**config.mk**
```make
export PLATFORM = sky130hd
export DESIGN_NAME = spfa_ram
export DESIGN_NICKNAME = d
export VERILOG_FILES = /design/src/sv/spfa_ram.sv
export SDC_FILE = /design/constraint.sdc
export NUM_CORES = 1
export LEC_CHECK = 0
export BUFFER_PORTS_ARGS = -buffer_cell sky130_fd_sc_hd__buf_2
export CORE_ASPECT_RATIO = 1.4
export CORE_UTILIZATION = 40
export DETAILED_ROUTE_END_ITERATION = 7
export MAX_ROUTING_LAYER = met4
export PLACE_DENSITY = 0.67
export SLEW_MARGIN = 10
export SYNTH_ARGS = -nofsm -noshare
export SYNTH_HDL_FRONTEND = slang
export SYNTH_SLANG_ARGS = --single-unit
export TNS_END_PERCENT = 100
```
**constraint.sdc**
```tcl
create_clock -name aclk -period 1.8 [get_ports aclk]
set_input_delay 0 -clock aclk [delete_from_list [all_inputs] [get_ports aclk]]
set_output_delay 0 -clock aclk [all_outputs]
set_load 0.1 [all_outputs]
```
**src/sv/spfa_ram.sv**
```systemverilog
module spfa_ram #(
    parameter int WIDTH = 8,
    parameter int DEPTH = 16
) (
    input  logic                     aclk,
    input  logic                     we,
    input  logic [$clog2(DEPTH)-1:0] waddr,
    input  logic [WIDTH-1:0]         wdata,
    input  logic                     re,
    input  logic [$clog2(DEPTH)-1:0] raddr,
    output logic [WIDTH-1:0]         rdata
);

    logic [WIDTH-1:0] mem [DEPTH];
    logic [WIDTH-1:0] rdata_reg;

    always_ff @(posedge aclk) begin
        if (we) begin
            mem[waddr] <= wdata;
        end
        if (re) begin
            rdata_reg <= mem[raddr];
        end
    end

    assign rdata = rdata_reg;

endmodule

```
# After elaboration in Yosys (flattened, before gate mapping)
# Memories as Yosys holds them, arrays and structs flattened. A register that Yosys moved wholly into a read port is not among the register bits.
# Index checks and enable logic that the tools add are counted.
[op_classes] muxes=2
[op_table] op="$mux W1" count=2
[totals] regBits=0 mem_bits_rw=128 input_bits=19 out_inout_bits=8 elab_cells=3 memories=1
[mem_list] memory="mem" words=16 width=8 rd=1 rd_clocked_by_memory_dff=1 wr=1 line="14" source="logic [WIDTH-1:0] mem [DEPTH];"

# Longest topological paths before layout
# Gate-level depths: netlist of the first run.
[depth] word_depth=2 mapped_depth=5 mapped_depth_nobuf=3

# Worst setup path before layout of the first run
# No wires, ideal clock.
[synth_path] path_kind="in2reg" start="input port waddr[2]" end="memory mem[0][0] (enable)" setup_ps=383 arrival_ps=1110 t_required_ps=1417 path_slack_ps=307 cell_stages=2 path_buffers=0 cell_sequence="or3b_2 > nor3_1"
[synth_rtl] element="from (decl)" line="7" source="input logic [$clog2(DEPTH)-1:0] waddr,"
[synth_rtl] element="to (decl)" line="14"
# No word-level cell before the write port.

==> results of run 1 <==
[final timing paths]
kind | start | end | slack (ps) | cells after the start
max | mem[1][1] | rdata[1] | 290 | 3
min | waddr[0] | mem[4][7] | 140 | 3
max reg2reg | mem[1][1] | rdata[1] | 290 | 3
min reg2reg | mem[15][3] | rdata[3] | 740 | 3
[critical path, delay by kind of cell (launching register included)]
family | cells | cell delay [ps]
and+or+nand+nor | 1 | 90
DFF | 1 | 360
AOI/OAI and AO/OA | 1 | 290
muxes | 1 | 520
[final cells by class]
| class | count | area [um^2] | share of cell area |
|---|---|---|---|
| timing repair buffer | 58 | 430.4 | 0.06770 |
| multi-input combinational | 83 | 1057 | 0.1663 |
| tap | 153 | 191.4 | 0.03011 |
| clock inverter | 11 | 153.9 | 0.02421 |
| clock buffer | 21 | 440.4 | 0.06928 |
| sequential | 136 | 4084 | 0.6424 |
[layer usage]
layer  wire [um]  share of wire  GRT usage  vias to the layer above
met5           0              0          -                        -
met1        3897           0.40     0.1779                     1275
met3         412          0.042    0.04211                       19
met4         225          0.023    0.08209                        0
li1            -              -          -                     1118
met2        5167           0.53     0.2770                       80
[cell families (layout without fill, tap and decap cells)]
family	count (synthesis)	in the layout	synth area share
AND/OR/NAND/NOR	35	35	0.03136
flip-flops	136	136	0.7812
multiplexers	32	32	0.1479
AO/OA/AOI/OAI	16	16	0.02298
buffers and inverters	10	90	0.01651
[power by group through the flow]
stage	logic (uW)	clock network, uW	registers (uW)
global placement	433	0	3650
global route	480	3640	3590
floorplan	180	0	3760
detailed placement	441	0	3650
CTS	457	3520	3590
finish	452	3470	3590
[cell usage in the layout (no fill, tap or decap)]
| master | netlist | routed |
|---|---|---|
| bufinv_16 | 0 | 4 |
| mux4_1 | 14 | 14 |
| and2_1 | 1 | 1 |
| nand2b_1 | 2 | 2 |
| a22oi_1 | 16 | 16 |
| nor3_1 | 4 | 4 |
| nand2_1 | 9 | 9 |
| clkbuf_16 | 0 | 17 |
| nand3b_1 | 2 | 2 |
| clkinv_1 | 0 | 3 |
| buf_4 | 1 | 20 |
| nand3_1 | 1 | 1 |
| clkinvlp_4 | 0 | 1 |
| clkbuf_1 | 0 | 4 |
| dlygate4sd3_1 | 0 | 9 |
| edfxtp_1 | 136 | 136 |
| nor2b_1 | 1 | 1 |
| mux4_2 | 18 | 18 |
| nor2_1 | 13 | 13 |
| and2b_1 | 1 | 1 |
| buf_12 | 0 | 3 |
| buf_2 | 3 | 26 |
| clkinv_2 | 0 | 3 |
| or3b_2 | 1 | 1 |
[what timing repair did]
| action | 4_1_cts | 5_1_grt |
|---|---|---|
| gates resized for setup | 0 | 0 |
| hold buffers | 9 | 0 |
| endpoints found under the hold margin | 136 | 0 |
[per-stage QoR]
step	cell area, um^2	power [uW]	setup WS (ps)	hold WS, ps
after floorplan	5228	3941	307.1	98.87
after global placement	5673	4085	160.0	376.1
after detailed placement	5673	4095	151.0	378.9
after CTS	6357	7564	269.4	124.0
after global routing	6357	7715	226.6	148.8
final	6357	7511	288.5	136.4
==> flow_summary_export.csv, run 1 <==
group,metric,value,unit
clock_tree,cts_buffers,17,
timing,setup_viol,0,
clock_tree,htreeDepth,4,
grt,grt_pass1_wl,14.95,mm
finish,area_growth,21.61,%
power_and_ir_drop,pwr-share-seq,0.478,
setup_path,cp_max_fo,1,
worst_hold_path,hold_path.class,"in2reg",
clock_tree,cts_setup_buffers,0,
logic_synthesis,syn_area,5228,um^2
logic_synthesis,ys_types,18,
place,hpwl,6.493,mm
logic_synthesis,synthTopCellsByArea,"edfxtp_1 (78%), mux4_2 (7.8%), mux4_1 (7.0%)",
floorplanning,io_pins,27,
routing,routed_wl,9.703,mm
clock_tree,cts_sinks,136,
place,dpl.cell_count,421,
grt,gr-total-overflow,0,
finish,final_nets,315,
power_and_ir_drop,p_per_area,1181,nW/um^2
power_and_ir_drop,p_int,6022,uW
status,status,"finished, final reports clean",
clock_tree,clock_latency,410,ps
logic_synthesis,syn_inst,229,
logic_synthesis,avgSynthCellArea,22.83,um^2
flow_run,drv_cap,0,
floorplanning,coreArea,12810,um^2
routing,avgRoutedWirePerCell,21.00,um
logic_synthesis,yosysWarnings,0,
floorplanning,num_rows,49,
power_and_ir_drop,power_frac_clock,0.462,
finish,largest_register_ffs,128,
routing,routed_via_density,5.394,
timing,skew,4.980,ps
grt,grt_max_degree,18,
power_and_ir_drop,switching_share,0.1982,
timing,grt_setup_unrepaired,"false",
floorplanning,initial_utilization,0.4080,
setup_path,critical_path_class,"reg2reg",
power_and_ir_drop,p_leak,0.002169,uW
grt,antenna_found_initial,0,
logic_synthesis,synthesis.nets,248,
timing,max_slew_margin,0.6704,
floorplanning,die-area,13540,um^2
timing,tightest_slew,497.9,ps
timing,fmax,661.6,MHz
power_and_ir_drop,vdd_drop_max,0.6322,mV
finish,layout.cells.non_filler,462,
setup_path,arrival,1670,ps
timing,final-max-slew-violation-count,0,
logic_synthesis,synth_top_area_frac,0.7812,
timing,setup_tns,0,ps
logic_synthesis,ys_seq_elements,136,
clock_tree,cts_buffer_depth,2,
finish,finish.utilization,0.4961,
routing,vias,2492,
finish,antenna_cells,0,
routing,route.antenna.remaining_nets,0,
logic_synthesis,synthFlopType,"edfxtp_1",
floorplanning,die_x,98.62,um
setup_path,crit_path_start_kind,"register",
logic_synthesis,synth_edf_count,136,
power_and_ir_drop,power_frac_comb,0.060,
timing,period_needed,1511,ps
routing,first_pass_iters,4,
setup_path,critPathRequiredTime,1950,ps
logic_synthesis,synth.top_cells.by_count,"edfxtp_1 (136), mux4_2 (18), a22oi_1 (16)",
logic_synthesis,synthArstFlopShare,0,
timing,hold_viol,0,
logic_synthesis,yosysTopAreaCell,"edfxtp_1",
setup_path,path_cells,"mux4_1 -> a22oi_1 -> nand2_1",
place,gp_congestion,0.7764,
routing,drc,0,
floorplanning,die_y,137.3,um
grt,gr-usage-all-layers,0.1628,
place,port-buffer-count,26,
timing,fin_crit_sh,0.8397,
setup_path,cp-end-kind,"register",
routing,drtIter0Drc,201,
clock_tree,root_buffer,"clkbuf_16",
logic_synthesis,seq_area_frac_synth,0.7812,
clock_tree,path_clk_slew,50,ps
setup_path,slowest_stage,"mux4_1",
clock_tree,cts_tree,"yes",
finish,final.fill_count,991,
grt,grt_pass1_vias,2627,
power_and_ir_drop,netSwitchingPower,1489,uW
logic_synthesis,synth_most_common_cell,"edfxtp_1",
finish,drive_above_1_share,0.3010,
setup_path,cpPeakStageDelay,520,ps
No activity file was read; power rests on OpenSTA's default activity.
==> run 2, diff against run 1 <==
Clock period 1.8 ns to 1.4 ns, I/O delays scaled along.
==> flow_summary_export.csv, run 2 (synthesis results as in run 1) <==
group,metric,value,unit
status,status,"finished, final reports clean",
timing,fin_crit_sh,0.9996,
setup_path,reg2reg_from,"mem[2][6]",
routing,drtIter0Drc,254,
grt,antenna_found_initial,0,
routing,routed_wl,10.09,mm
setup_path,crit_path_start_kind,"register",
grt,grt_pass1_vias,2597,
place,gp_congestion,0.8129,
floorplanning,die_x,98.62,um
timing,grt_setup_unrepaired,"true",
worst_hold_path,hold_path.class,"in2reg",
routing,vias,2468,
finish,drive_above_1_share,0.3910,
setup_path,r2r_slack,0.6,ps
routing,avgRoutedWirePerCell,21.69,um
timing,setup_viol,0,
setup_path,cp-end-kind,"register",
clock_tree,cts_tree,"yes",
power_and_ir_drop,p_leak,0.002196,uW
floorplanning,io_pins,27,
routing,drc,0,
clock_tree,cts_sinks,136,
timing,skew,7.358,ps
grt,grt_pass1_wl,15.39,mm
finish,finish.utilization,0.5068,
finish,final_nets,318,
clock_tree,htreeDepth,4,
setup_path,critical_path_class,"reg2reg",
floorplanning,die_y,137.3,um
worst_hold_path,worstHoldStart,"waddr[0]",
worst_hold_path,whs_endpoint,"mem[4][3]",
routing,routed_via_density,5.308,
setup_path,critPathRequiredTime,1550,ps
place,port-buffer-count,26,
grt,gr-usage-all-layers,0.1711,
power_and_ir_drop,vdd_drop_max,1.252,mV
floorplanning,die-area,13540,um^2
floorplanning,initial_utilization,0.4080,
timing,fmax,714.6,MHz
power_and_ir_drop,p_per_area,1576,nW/um^2
clock_tree,root_buffer,"clkbuf_16",
finish,antenna_cells,0,
routing,first_pass_iters,4,
timing,timing.hold.ws,143.5,ps
timing,period_needed,1399,ps
place,hpwl,6.640,mm
timing,tightest_slew,507.1,ps
clock_tree,cts_buffer_depth,2,
timing,setup_tns,0,ps
clock_tree,path_clk_slew,60,ps
floorplanning,coreArea,12810,um^2
place,dpl.cell_count,424,
setup_path,cp_max_fo,1,
grt,gr-total-overflow,0,
finish,layout.cells.non_filler,465,
clock_tree,clock_latency,420,ps
flow_run,drv_cap,0,
timing,final-max-slew-violation-count,0,
timing,hold_viol,0,
worst_hold_path,whs_path_depth,3,
finish,layout_common_cells,"edfxtp_1 (136), mux4_2 (28), buf_2 (26), buf_4 (21), clkbuf_16 (17)",
setup_path,r2r_end,"rdata[6]",
routing,route.antenna.remaining_nets,0,
timing,max_slew_margin,0.6619,
finish,area_growth,24.22,%
grt,grt_max_degree,19,
floorplanning,num_rows,49,
clock_tree,cts_buffers,17,
finish,final_common_cell,"edfxtp_1",
finish,largest_register_ffs,128,
setup_path,rr_worst_depth,3,
setup_path,arrival,1550,ps
==> run 2: cell count changes in the layout (fill, tap and decap cells not counted), sizes merged <==
cell / change
buf: +3
bufinv: +2
clkbuf: -4
clkinv: +1
inv: +1
==> run 2: layout make-up <==
cell class | instances | area [um^2]
clock inverters | 15 | 250.2
repair buffers | 61 | 478.0
multi-input cells | 83 | 1065
fillers | 971 | 6320
flip-flops and latches | 136 | 4084
clock buffers | 17 | 425.4
well taps | 153 | 191.4
==> run 2: metal layers <==
metal	vias to the layer above	global-route usage	part of all wire
met5	-	-	0
met4	0	0.06716	0.016
met3	16	0.04465	0.043
met2	75	0.2930	0.54
met1	1263	0.1931	0.40
li1	1114	-	-
==> run 2: worst max-delay path by stage <==
stage / startpoint / endpoint / slack [ps] / cells after the start
after floorplan: mem[1][0] / rdata[0] / 90 / 3
after global placement: raddr[0] / rdata[2] / -110 / 5
after detailed placement: raddr[0] / rdata[0] / -130 / 5
after CTS: mem[11][0] / rdata[0] / -30 / 3
after global routing: mem[11][0] / rdata[0] / -50 / 3
final: mem[2][6] / rdata[6] / 0.6 / 3
==> run 2: timing repair <==
item,in CTS,in global routing
gates resized for setup,8,10
pin swaps,6,2
hold buffers,9,0
endpoints found under the setup margin,7,8
endpoints found under the hold margin,136,0
setup buffers,0,0
==> run 2: worst max-delay path, stage by stage, from the launching register on <==
cell      delay (ps)
edfxtp_1         370
mux4_2           480
a22oi_2          180
nand2_1          110
==> run 2: through the flow <==
| stage | power, uW | cell area, um^2 | setup WS, ps |
|---|---|---|---|
| after floorplan | 5067 | 5233 | 88.57 |
| after global placement | 5271 | 5725 | -107.3 |
| after detailed placement | 5287 | 5725 | -125.7 |
| after CTS | 10310 | 6496 | -29.93 |
| after global routing | 10510 | 6494 | -47.60 |
| final | 10230 | 6494 | 0.5563 |
==> run 2: report_power, final <==
group / internal, uW / leakage, uW / switching, uW
registers: 4590 / 0.00124 / 25.3
logic: 228 / 0.000632 / 394
clock network: 3350 / 0.000327 / 1650
total: 8160 / 0.00220 / 2070
